**src/lse_pkg.sv**
```systemverilog
// shared types and constants for the lsb stego extractor
`default_nettype none

package lse_pkg;

    localparam int unsigned BYTE_W    = 8;
    localparam int unsigned CHAN_W    = 8;
    localparam int unsigned LEN_OUT_W = 32;

    // one recovered byte as it leaves the section sequencer
    typedef struct packed {
        logic [BYTE_W-1:0] data;
        logic              kind;
        logic              last;
    } res_t;

    localparam logic KIND_NAME    = 1'b0;
    localparam logic KIND_PAYLOAD = 1'b1;

endpackage : lse_pkg

`default_nettype wire

```
**src/lse_fifo.sv**
```systemverilog
// small register queue with full and empty flags
`default_nettype none

module lse_fifo #(
    parameter int unsigned WIDTH = 8,
    parameter int unsigned DEPTH = 2
) (
    input  wire logic             clk,
    input  wire logic             rst_n,
    input  wire logic             push,
    input  wire logic [WIDTH-1:0] din,
    output logic                  full,
    input  wire logic             pop,
    output logic [WIDTH-1:0]      dout,
    output logic                  empty
);

    localparam int unsigned PTR_W = (DEPTH > 1) ? $clog2(DEPTH) : 1;
    localparam int unsigned CNT_W = $clog2(DEPTH + 1);

    logic [WIDTH-1:0] mem [DEPTH];
    logic [PTR_W-1:0] wr_ptr_reg, wr_ptr_next;
    logic [PTR_W-1:0] rd_ptr_reg, rd_ptr_next;
    logic [CNT_W-1:0] cnt_reg, cnt_next;
    logic             do_push;
    logic             do_pop;

    assign full    = (cnt_reg == CNT_W'(DEPTH));
    assign empty   = (cnt_reg == '0);
    assign do_push = push && !full;
    assign do_pop  = pop && !empty;
    assign dout    = mem[rd_ptr_reg];

    always_comb
    begin
        wr_ptr_next = wr_ptr_reg;
        rd_ptr_next = rd_ptr_reg;
        cnt_next    = cnt_reg;
        if (do_push)
        begin
            wr_ptr_next = (wr_ptr_reg == PTR_W'(DEPTH - 1)) ? '0 : wr_ptr_reg + 1'b1;
        end
        if (do_pop)
        begin
            rd_ptr_next = (rd_ptr_reg == PTR_W'(DEPTH - 1)) ? '0 : rd_ptr_reg + 1'b1;
        end
        if (do_push && !do_pop)
        begin
            cnt_next = cnt_reg + 1'b1;
        end
        else if (do_pop && !do_push)
        begin
            cnt_next = cnt_reg - 1'b1;
        end
    end

    always_ff @(posedge clk)
    begin
        if (do_push)
        begin
            mem[wr_ptr_reg] <= din;
        end
    end

    always_ff @(posedge clk or negedge rst_n)
    begin
        if (!rst_n)
        begin
            wr_ptr_reg <= '0;
            rd_ptr_reg <= '0;
            cnt_reg    <= '0;
        end
        else
        begin
            wr_ptr_reg <= wr_ptr_next;
            rd_ptr_reg <= rd_ptr_next;
            cnt_reg    <= cnt_next;
        end
    end

endmodule : lse_fifo

`default_nettype wire

```
**src/lse_bit_packer.sv**
```systemverilog
// front end: gathers two low bits per channel and packs them into bytes
`default_nettype none

module lse_bit_packer (
    input  wire logic                       clk,
    input  wire logic                       rst_n,
    input  wire logic                       pix_push,
    input  wire logic [lse_pkg::CHAN_W-1:0] red,
    input  wire logic [lse_pkg::CHAN_W-1:0] green,
    input  wire logic [lse_pkg::CHAN_W-1:0] blue,
    input  wire logic                       q_full,
    output logic                            byte_push,
    output logic [lse_pkg::BYTE_W-1:0]      byte_data
);

    import lse_pkg::*;

    // at most six bits wait between pixels, so twelve cover a new pixel
    logic [5:0]  buf_reg, buf_next;
    logic [3:0]  cnt_reg, cnt_next;
    logic [5:0]  six;
    logic [11:0] bits;
    logic [3:0]  sum;
    logic        accept;
    logic        has_byte;

    assign six      = {red[1:0], green[1:0], blue[1:0]};
    assign bits     = {buf_reg, six};
    assign sum      = cnt_reg + 4'd6;
    assign has_byte = (sum >= 4'd8);
    assign accept   = pix_push && !q_full;

    assign byte_push = accept && has_byte;

    // oldest eight pending bits, most significant first
    always_comb
    begin
        case (sum)
            4'd10:   byte_data = bits[9:2];
            4'd12:   byte_data = bits[11:4];
            default: byte_data = bits[7:0];
        endcase
    end

    always_comb
    begin
        buf_next = buf_reg;
        cnt_next = cnt_reg;
        if (accept)
        begin
            buf_next = six;
            cnt_next = has_byte ? sum - 4'd8 : sum;
        end
    end

    always_ff @(posedge clk or negedge rst_n)
    begin
        if (!rst_n)
        begin
            buf_reg <= '0;
            cnt_reg <= '0;
        end
        else
        begin
            buf_reg <= buf_next;
            cnt_reg <= cnt_next;
        end
    end

endmodule : lse_bit_packer

`default_nettype wire

```
**src/lse_section_seq.sv**
```systemverilog
// back end: parses the length header and tags name and payload bytes
`default_nettype none

module lse_section_seq #(
    parameter int unsigned LENGTH_FIELD_BITS = 32
) (
    input  wire logic                       clk,
    input  wire logic                       rst_n,
    input  wire logic                       byte_empty,
    input  wire logic [lse_pkg::BYTE_W-1:0] byte_data,
    output logic                            byte_pop,
    input  wire logic                       res_full,
    output logic                            res_push,
    output lse_pkg::res_t                   res_data,
    output logic [lse_pkg::LEN_OUT_W-1:0]   name_length,
    output logic [lse_pkg::LEN_OUT_W-1:0]   payload_size
);

    import lse_pkg::*;

    localparam int unsigned LFB       = LENGTH_FIELD_BITS;
    localparam int unsigned HDR_BYTES = LENGTH_FIELD_BITS / 8;
    localparam int unsigned IDX_W     = $clog2(2 * HDR_BYTES);

    typedef enum logic [3:0] {
        PH_HEADER  = 4'b0001,
        PH_NAME    = 4'b0010,
        PH_PAYLOAD = 4'b0100,
        PH_DONE    = 4'b1000
    } phase_t;

    phase_t             phase_reg, phase_next;
    logic [IDX_W-1:0]   idx_reg, idx_next;
    logic [LFB-1:0]     name_len_reg, name_len_next;
    logic [LFB-1:0]     size_reg, size_next;
    logic [LFB-1:0]     left_reg, left_next;
    logic [LFB+7:0]     name_shift;
    logic [LFB+7:0]     size_shift;
    logic               step;
    logic               left_is_one;

    assign step        = !byte_empty && !res_full;
    assign byte_pop    = step;
    assign name_shift  = {name_len_reg, byte_data};
    assign size_shift  = {size_reg, byte_data};
    assign left_is_one = (left_reg == LFB'(1));

    assign name_length  = LEN_OUT_W'(name_len_reg);
    assign payload_size = LEN_OUT_W'(size_reg);

    assign res_data.data = byte_data;
    assign res_data.kind = (phase_reg == PH_PAYLOAD) ? KIND_PAYLOAD : KIND_NAME;
    assign res_data.last = (phase_reg == PH_PAYLOAD) && left_is_one;
    assign res_push      = step && ((phase_reg == PH_NAME) || (phase_reg == PH_PAYLOAD));

    always_comb
    begin
        phase_next    = phase_reg;
        idx_next      = idx_reg;
        name_len_next = name_len_reg;
        size_next     = size_reg;
        left_next     = left_reg;
        if (step)
        begin
            unique case (phase_reg)
                PH_HEADER:
                begin
                    if (idx_reg < IDX_W'(HDR_BYTES))
                    begin
                        name_len_next = name_shift[LFB-1:0];
                    end
                    else
                    begin
                        size_next = size_shift[LFB-1:0];
                    end
                    idx_next = idx_reg + 1'b1;
                    if (idx_reg == IDX_W'(2 * HDR_BYTES - 1))
                    begin
                        idx_next = '0;
                        if (name_len_next == '0)
                        begin
                            left_next  = size_next;
                            phase_next = (size_next == '0) ? PH_DONE : PH_PAYLOAD;
                        end
                        else
                        begin
                            left_next  = name_len_next;
                            phase_next = PH_NAME;
                        end
                    end
                end
                PH_NAME:
                begin
                    left_next = left_reg - 1'b1;
                    if (left_is_one)
                    begin
                        left_next  = size_reg;
                        phase_next = (size_reg == '0) ? PH_DONE : PH_PAYLOAD;
                    end
                end
                PH_PAYLOAD:
                begin
                    left_next = left_reg - 1'b1;
                    if (left_is_one)
                    begin
                        phase_next = PH_DONE;
                    end
                end
                PH_DONE:
                begin
                    // drained bytes are dropped until reset
                    phase_next = PH_DONE;
                end
                default:
                begin
                    phase_next = PH_HEADER;
                end
            endcase
        end
    end

    always_ff @(posedge clk or negedge rst_n)
    begin
        if (!rst_n)
        begin
            phase_reg    <= PH_HEADER;
            idx_reg      <= '0;
            name_len_reg <= '0;
            size_reg     <= '0;
            left_reg     <= '0;
        end
        else
        begin
            phase_reg    <= phase_next;
            idx_reg      <= idx_next;
            name_len_reg <= name_len_next;
            size_reg     <= size_next;
            left_reg     <= left_next;
        end
    end

endmodule : lse_section_seq

`default_nettype wire

```
**src/lsb_stego_extractor.sv**
```systemverilog
// top level of the lsb stego extractor: bit packer, byte queue, section sequencer, result queue
`default_nettype none

// channel   | handshake          | payload
// ----------+--------------------+-------------------------------------------------
// pixel in  | push / full        | red, green, blue (bits 1:0 carry hidden data)
// result    | empty / pop        | out_byte, kind, last, name_length, payload_size
//
// one pixel transaction can be taken every cycle while full is low; each pixel yields at most one byte
// the packer makes a byte in the same cycle; the byte queue holds it until the sequencer pops it
// reset clears bit buffer, header counters and both queues; no clearing pass
// a full result queue stalls the sequencer, which fills the byte queue and then raises full
// header bytes and bytes after the final payload byte give no result transaction

module lsb_stego_extractor #(
    parameter int unsigned LENGTH_FIELD_BITS = 32,
    parameter int unsigned BYTE_Q_DEPTH      = 2,
    parameter int unsigned RES_Q_DEPTH       = 2
) (
    input  wire logic                       clk,
    input  wire logic                       rst_n,
    input  wire logic                       push,
    output logic                            full,
    input  wire logic [lse_pkg::CHAN_W-1:0] red,
    input  wire logic [lse_pkg::CHAN_W-1:0] green,
    input  wire logic [lse_pkg::CHAN_W-1:0] blue,
    output logic                            empty,
    input  wire logic                       pop,
    output logic [lse_pkg::BYTE_W-1:0]      out_byte,
    output logic                            kind,
    output logic                            last,
    output logic [lse_pkg::LEN_OUT_W-1:0]   name_length,
    output logic [lse_pkg::LEN_OUT_W-1:0]   payload_size
);

    import lse_pkg::*;

    // front to back byte queue
    logic              bq_push;
    logic [BYTE_W-1:0] bq_din;
    logic              bq_full;
    logic              bq_pop;
    logic [BYTE_W-1:0] bq_dout;
    logic              bq_empty;

    // back end to output queue
    logic              rq_push;
    res_t              rq_din;
    logic              rq_full;
    res_t              rq_dout;

    // the front stalls only when the byte queue has no room
    assign full = bq_full;

    lse_bit_packer u_packer (
        .clk       (clk),
        .rst_n     (rst_n),
        .pix_push  (push),
        .red       (red),
        .green     (green),
        .blue      (blue),
        .q_full    (bq_full),
        .byte_push (bq_push),
        .byte_data (bq_din)
    );

    lse_fifo #(
        .WIDTH (BYTE_W),
        .DEPTH (BYTE_Q_DEPTH)
    ) u_byte_q (
        .clk   (clk),
        .rst_n (rst_n),
        .push  (bq_push),
        .din   (bq_din),
        .full  (bq_full),
        .pop   (bq_pop),
        .dout  (bq_dout),
        .empty (bq_empty)
    );

    // name and size stay fixed once the header is in, so they bypass the result queue
    lse_section_seq #(
        .LENGTH_FIELD_BITS (LENGTH_FIELD_BITS)
    ) u_seq (
        .clk          (clk),
        .rst_n        (rst_n),
        .byte_empty   (bq_empty),
        .byte_data    (bq_dout),
        .byte_pop     (bq_pop),
        .res_full     (rq_full),
        .res_push     (rq_push),
        .res_data     (rq_din),
        .name_length  (name_length),
        .payload_size (payload_size)
    );

    // result queue doubles as the output register
    lse_fifo #(
        .WIDTH ($bits(res_t)),
        .DEPTH (RES_Q_DEPTH)
    ) u_res_q (
        .clk   (clk),
        .rst_n (rst_n),
        .push  (rq_push),
        .din   (rq_din),
        .full  (rq_full),
        .pop   (pop),
        .dout  (rq_dout),
        .empty (empty)
    );

    assign out_byte = rq_dout.data;
    assign kind     = rq_dout.kind;
    assign last     = rq_dout.last;

endmodule : lsb_stego_extractor

`default_nettype wire
```
**config.mk**
```make
export PLATFORM = sky130hd
export DESIGN_NAME = lsb_stego_extractor
export DESIGN_NICKNAME = d
export VERILOG_FILES = /design/src/lse_pkg.sv /design/src/lse_fifo.sv /design/src/lse_bit_packer.sv /design/src/lse_section_seq.sv /design/src/lsb_stego_extractor.sv
export SDC_FILE = /design/constraint.sdc
export NUM_CORES = 1
export LEC_CHECK = 0
export ABC_AREA = 1
export BUFFER_PORTS_ARGS = -buffer_cell sky130_fd_sc_hd__buf_2
export CORE_MARGIN = 8
export CORE_UTILIZATION = 35
export CTS_CLUSTER_SIZE = 20
export DETAILED_ROUTE_END_ITERATION = 6
export PLACE_DENSITY = 0.5
export RECOVER_POWER = 100
export SYNTH_ARGS = -nofsm -noshare
export SYNTH_HDL_FRONTEND = slang
export SYNTH_HIERARCHICAL = 1
export SYNTH_SLANG_ARGS = --single-unit
export TNS_END_PERCENT = 50
```
**constraint.sdc**
```tcl
create_clock -name clk -period 2.95 [get_ports clk]
set_clock_uncertainty 0.15 [all_clocks]
set_input_delay 0.59 -clock clk [delete_from_list [all_inputs] [get_ports clk]]
set_output_delay 0.59 -clock clk [all_outputs]
set_load 0.02 [all_outputs]
```
==> flow_summary_export.csv <==
group,metric,value,unit
status,outcome,"finished, final reports clean",
logic_synthesis,seq_area_frac_synth,41.6,%
layout,number_of_diodes_added_for_antenna_fixing,0,
logic_synthesis,synth-seq-cells,155,
critical_path,timing.reg2reg.setup_slack,0.34,ns
layout,areaGrowthSynthToFinish,13.7,%
clocking,clock-sinks,155,
critical_path,delay_of_the_slowest_cell_on_the_worst_path,0.71,ns
clocking,max_root_sink_buffers,2,
routing,route.antenna.remaining_nets,0,
critical_path,timing.critical_path.cells,"inv_1, nand2_1, nor3_1, nor2_4, nor2_1, o21ai_0, nor2_1",
pwr,irDropWorstVdd,0.515,mV
clocking,cts_buffers,17,
placed_design,place.gp.congestion,0.903,
routing,routed_via_density,4.91,
routing,drt_iter0_markers,791,
layout,post-route-cell-area,11100,µm²
critical_path,ff2ff_path_depth,7,
timing,final-setup-viol-count,0,
clocking,htree_levels,4,
timing,timing.slew.headroom,34.8,%
clocking,cts_tree,"done",
logic_synthesis,synth_top_area_cell,"sky130_fd_sc_hd__dfrtp_1",
logic_synthesis,postSynthAreaPerCell,6.89,µm²
routing,wl,32400,µm
logic_synthesis,yosys.area.top_type_share,30.3,%
logic_synthesis,synthesis.instances,1415,
flow_run,maxCapViolCount,0,
floorplanning,fp.dieArea,33500,µm²
critical_path,worstPathRequired,2.86,ns
critical_path,master_of_the_slowest_instance_on_the_critical_path,"sky130_fd_sc_hd__nor2_1",
grt,track_usage,19.6,%
grt,grt_pass1_vias,8647,
critical_path,crit_path_frequent_cell,"sky130_fd_sc_hd__nor2_1",
routing,pre_antenna_drt_iters,5,
critical_path,cp_data_arrival_time,2.52,ns
placed_design,place.port_buffers,85,
placed_design,hpwl,24500,µm
timing,finalHoldViolCount,0,
layout,most_common_cell_after_layout_fill_and_taps_aside,"sky130_fd_sc_hd__nand2_1",
placed_design,pre_cts_ws,0.452,ns
timing,totalNegativeSetupSlack,0,ns
floorplanning,io_pins,104,
logic_synthesis,post_syn_nets,1452,
floorplanning,core_area,27600,µm²
grt,grt_first_pass_wirelength,50600,µm
critical_path,timing.critical_path.to_type,"register",
layout,design.final.nets,1539,
routing,routed-via-count,9293,
timing,worst-slew-pin-transition,0.978,ns
pwr,post-layout-total-power,14.3,mW
logic_synthesis,synthTopCellsByArea,"sky130_fd_sc_hd__dfrtp_1, sky130_fd_sc_hd__nand2_1, sky130_fd_sc_hd__edfxtp_1, sky130_fd_sc_hd__nor2_1, sky130_fd_sc_hd__o21ai_0",
clocking,clkTransAtPathRegs,0.07,ns
floorplanning,core.rowCount,61,
timing,final.period_utilization,88.6,%
placed_design,postPlaceCellArea,10700,µm²
routing,detail_route.wl_per_cell,17.1,µm
logic_synthesis,post_synthesis_instance_area,9750,µm²
layout,post_route_cells_drive_above_1_share,6.93,%
layout,nFillCells,3055,
logic_synthesis,ys_warn_count,6,
grt,initial_antenna_violation_count,0,
grt,grt_max_degree,88,
floorplanning,die_w,183,µm
timing,final-max-slew-violation-count,0,
timing,rsz_0062_raised_after_global_routing,"no",
critical_path,timing_worst_setup_path_type,"register to register",
timing,timing.final.crit_period,2.61,ns
pwr,p_leak,5.09,nW
floorplanning,floorplan.initialDensity,35.3,%
timing,min_setup_slack_post_route,0.335,ns
clocking,clock_tree.root_cell,"sky130_fd_sc_hd__clkbuf_16",
hold_path,min_path_cells,3,
critical_path,worst_setup_path_start_kind,"register",
timing,max_freq,382,MHz
clocking,clkLatencyLatePin,0.43,ns
pwr,powerDensity,1290,nW/µm²
routing,drc,0,
hold_path,timing.hold.worst.class,"primary input to register",
logic_synthesis,netlist-cell-type-count,38,
floorplanning,die-height,183,µm
critical_path,top_fanout_value_on_the_critical_path,10,
grt,grt_remaining_overflow,0,
layout,layout_common_cells,"sky130_fd_sc_hd__nand2_1, sky130_fd_sc_hd__nor2_1, sky130_fd_sc_hd__o21ai_0",
## logic make-up after synthesis
family          count (synthesis)  synth area share, %
compound gates                203                 11.0
flops                         155                 41.6
xor+xnor                       19                 1.71
buf+inv                       206                 9.74
fa+ha+maj                       9                 1.15
simple gates                  823                 34.7
## path summary, 6_finish.rpt
kind / from / to
worst max register to register: u_seq/phase_reg[1]$_DFFE_PN0P_ / u_res_q/mem[1][8]$_DFFE_PP_
worst max-delay path: u_seq/phase_reg[1]$_DFFE_PN0P_ / u_res_q/mem[1][8]$_DFFE_PP_
min in group asynchronous: rst_n / u_seq/name_length[25]$_DFFE_PN0P_
max in group asynchronous: rst_n / u_seq/phase_reg[2]$_DFFE_PN0P_
worst min register to register: u_packer/buf_reg[5]$_DFFE_PN0P_ / u_packer/buf_reg[5]$_DFFE_PN0P_
worst min-delay path: blue[1] / u_packer/buf_reg[1]$_DFFE_PN0P_
## routing by layer
layer / global-route usage, % / part of all wire [%] / up-vias / wire (µm)
li1: - / - / 4651 / -
met1: 28.3 / 49 / 4315 / 15800
met2: 29.2 / 43 / 291 / 13800
met3: 3.44 / 6.4 / 36 / 2070
met4: 6.05 / 2.2 / 0 / 709
met5: 0 / 0 / - / 0
## metrics by stage
step | instances | hold WS (ns) | util (%)
6_report | 1893 | 0.259 | 40.1
5_1_grt | 1893 | 0.284 | 40.1
4_1_cts | 1893 | 0.240 | 40.9
3_5_place_dp | 1860 | 0.313 | 38.8
3_3_place_gp | 1860 | 0.310 | 38.8
2_1_floorplan | 1415 | 0.144 | -
## repair_timing
item                                    4_1_cts  5_1_grt
endpoints found under the setup margin        0        0
gates resized for setup                       0        0
hold buffers                                  1        0
setup buffers                                 0        0
hold endpoints to repair                     22        0
## Yosys cell counts, drive strengths merged
cell / count
nand3b: 8
o31ai: 1
a21oi: 36
ha: 9
nor4: 2
xnor2: 8
dfstp: 1
dfrtp: 118
edfxtp: 36
clkbuf: 19
clkinv: 1
xor2: 11
nand3: 88
nor2: 214
and2: 1
inv: 137
nand2: 491
o21bai: 5
nor3: 6
buf: 49
o21ai: 161
nand4: 13
## where the power goes
group | internal, mW | switching, mW
clock | 1.22 | 1.04
sequential | 3.17 | 0.898
combinational | 2.45 | 5.47
## critical path, delay by kind of cell, from the launching register on
kind                   cells  cell delay [ns]
buffers and inverters      1             0.14
DFF                        1             0.41
and+or+nand+nor            5             1.41
AOI/OAI and AO/OA          1             0.12
## final cells by class
class,count,area [µm²],area share (%)
clock buffers,18,439,3.96
clock inverters,14,154,1.39
inverters,138,526,4.74
multi-input cells,1054,4690,42.3
flip-flops and latches,155,4060,36.6
well taps,378,473,4.26
repair buffers,136,742,6.69
Note: power is estimated with default switching activity, not from simulation.
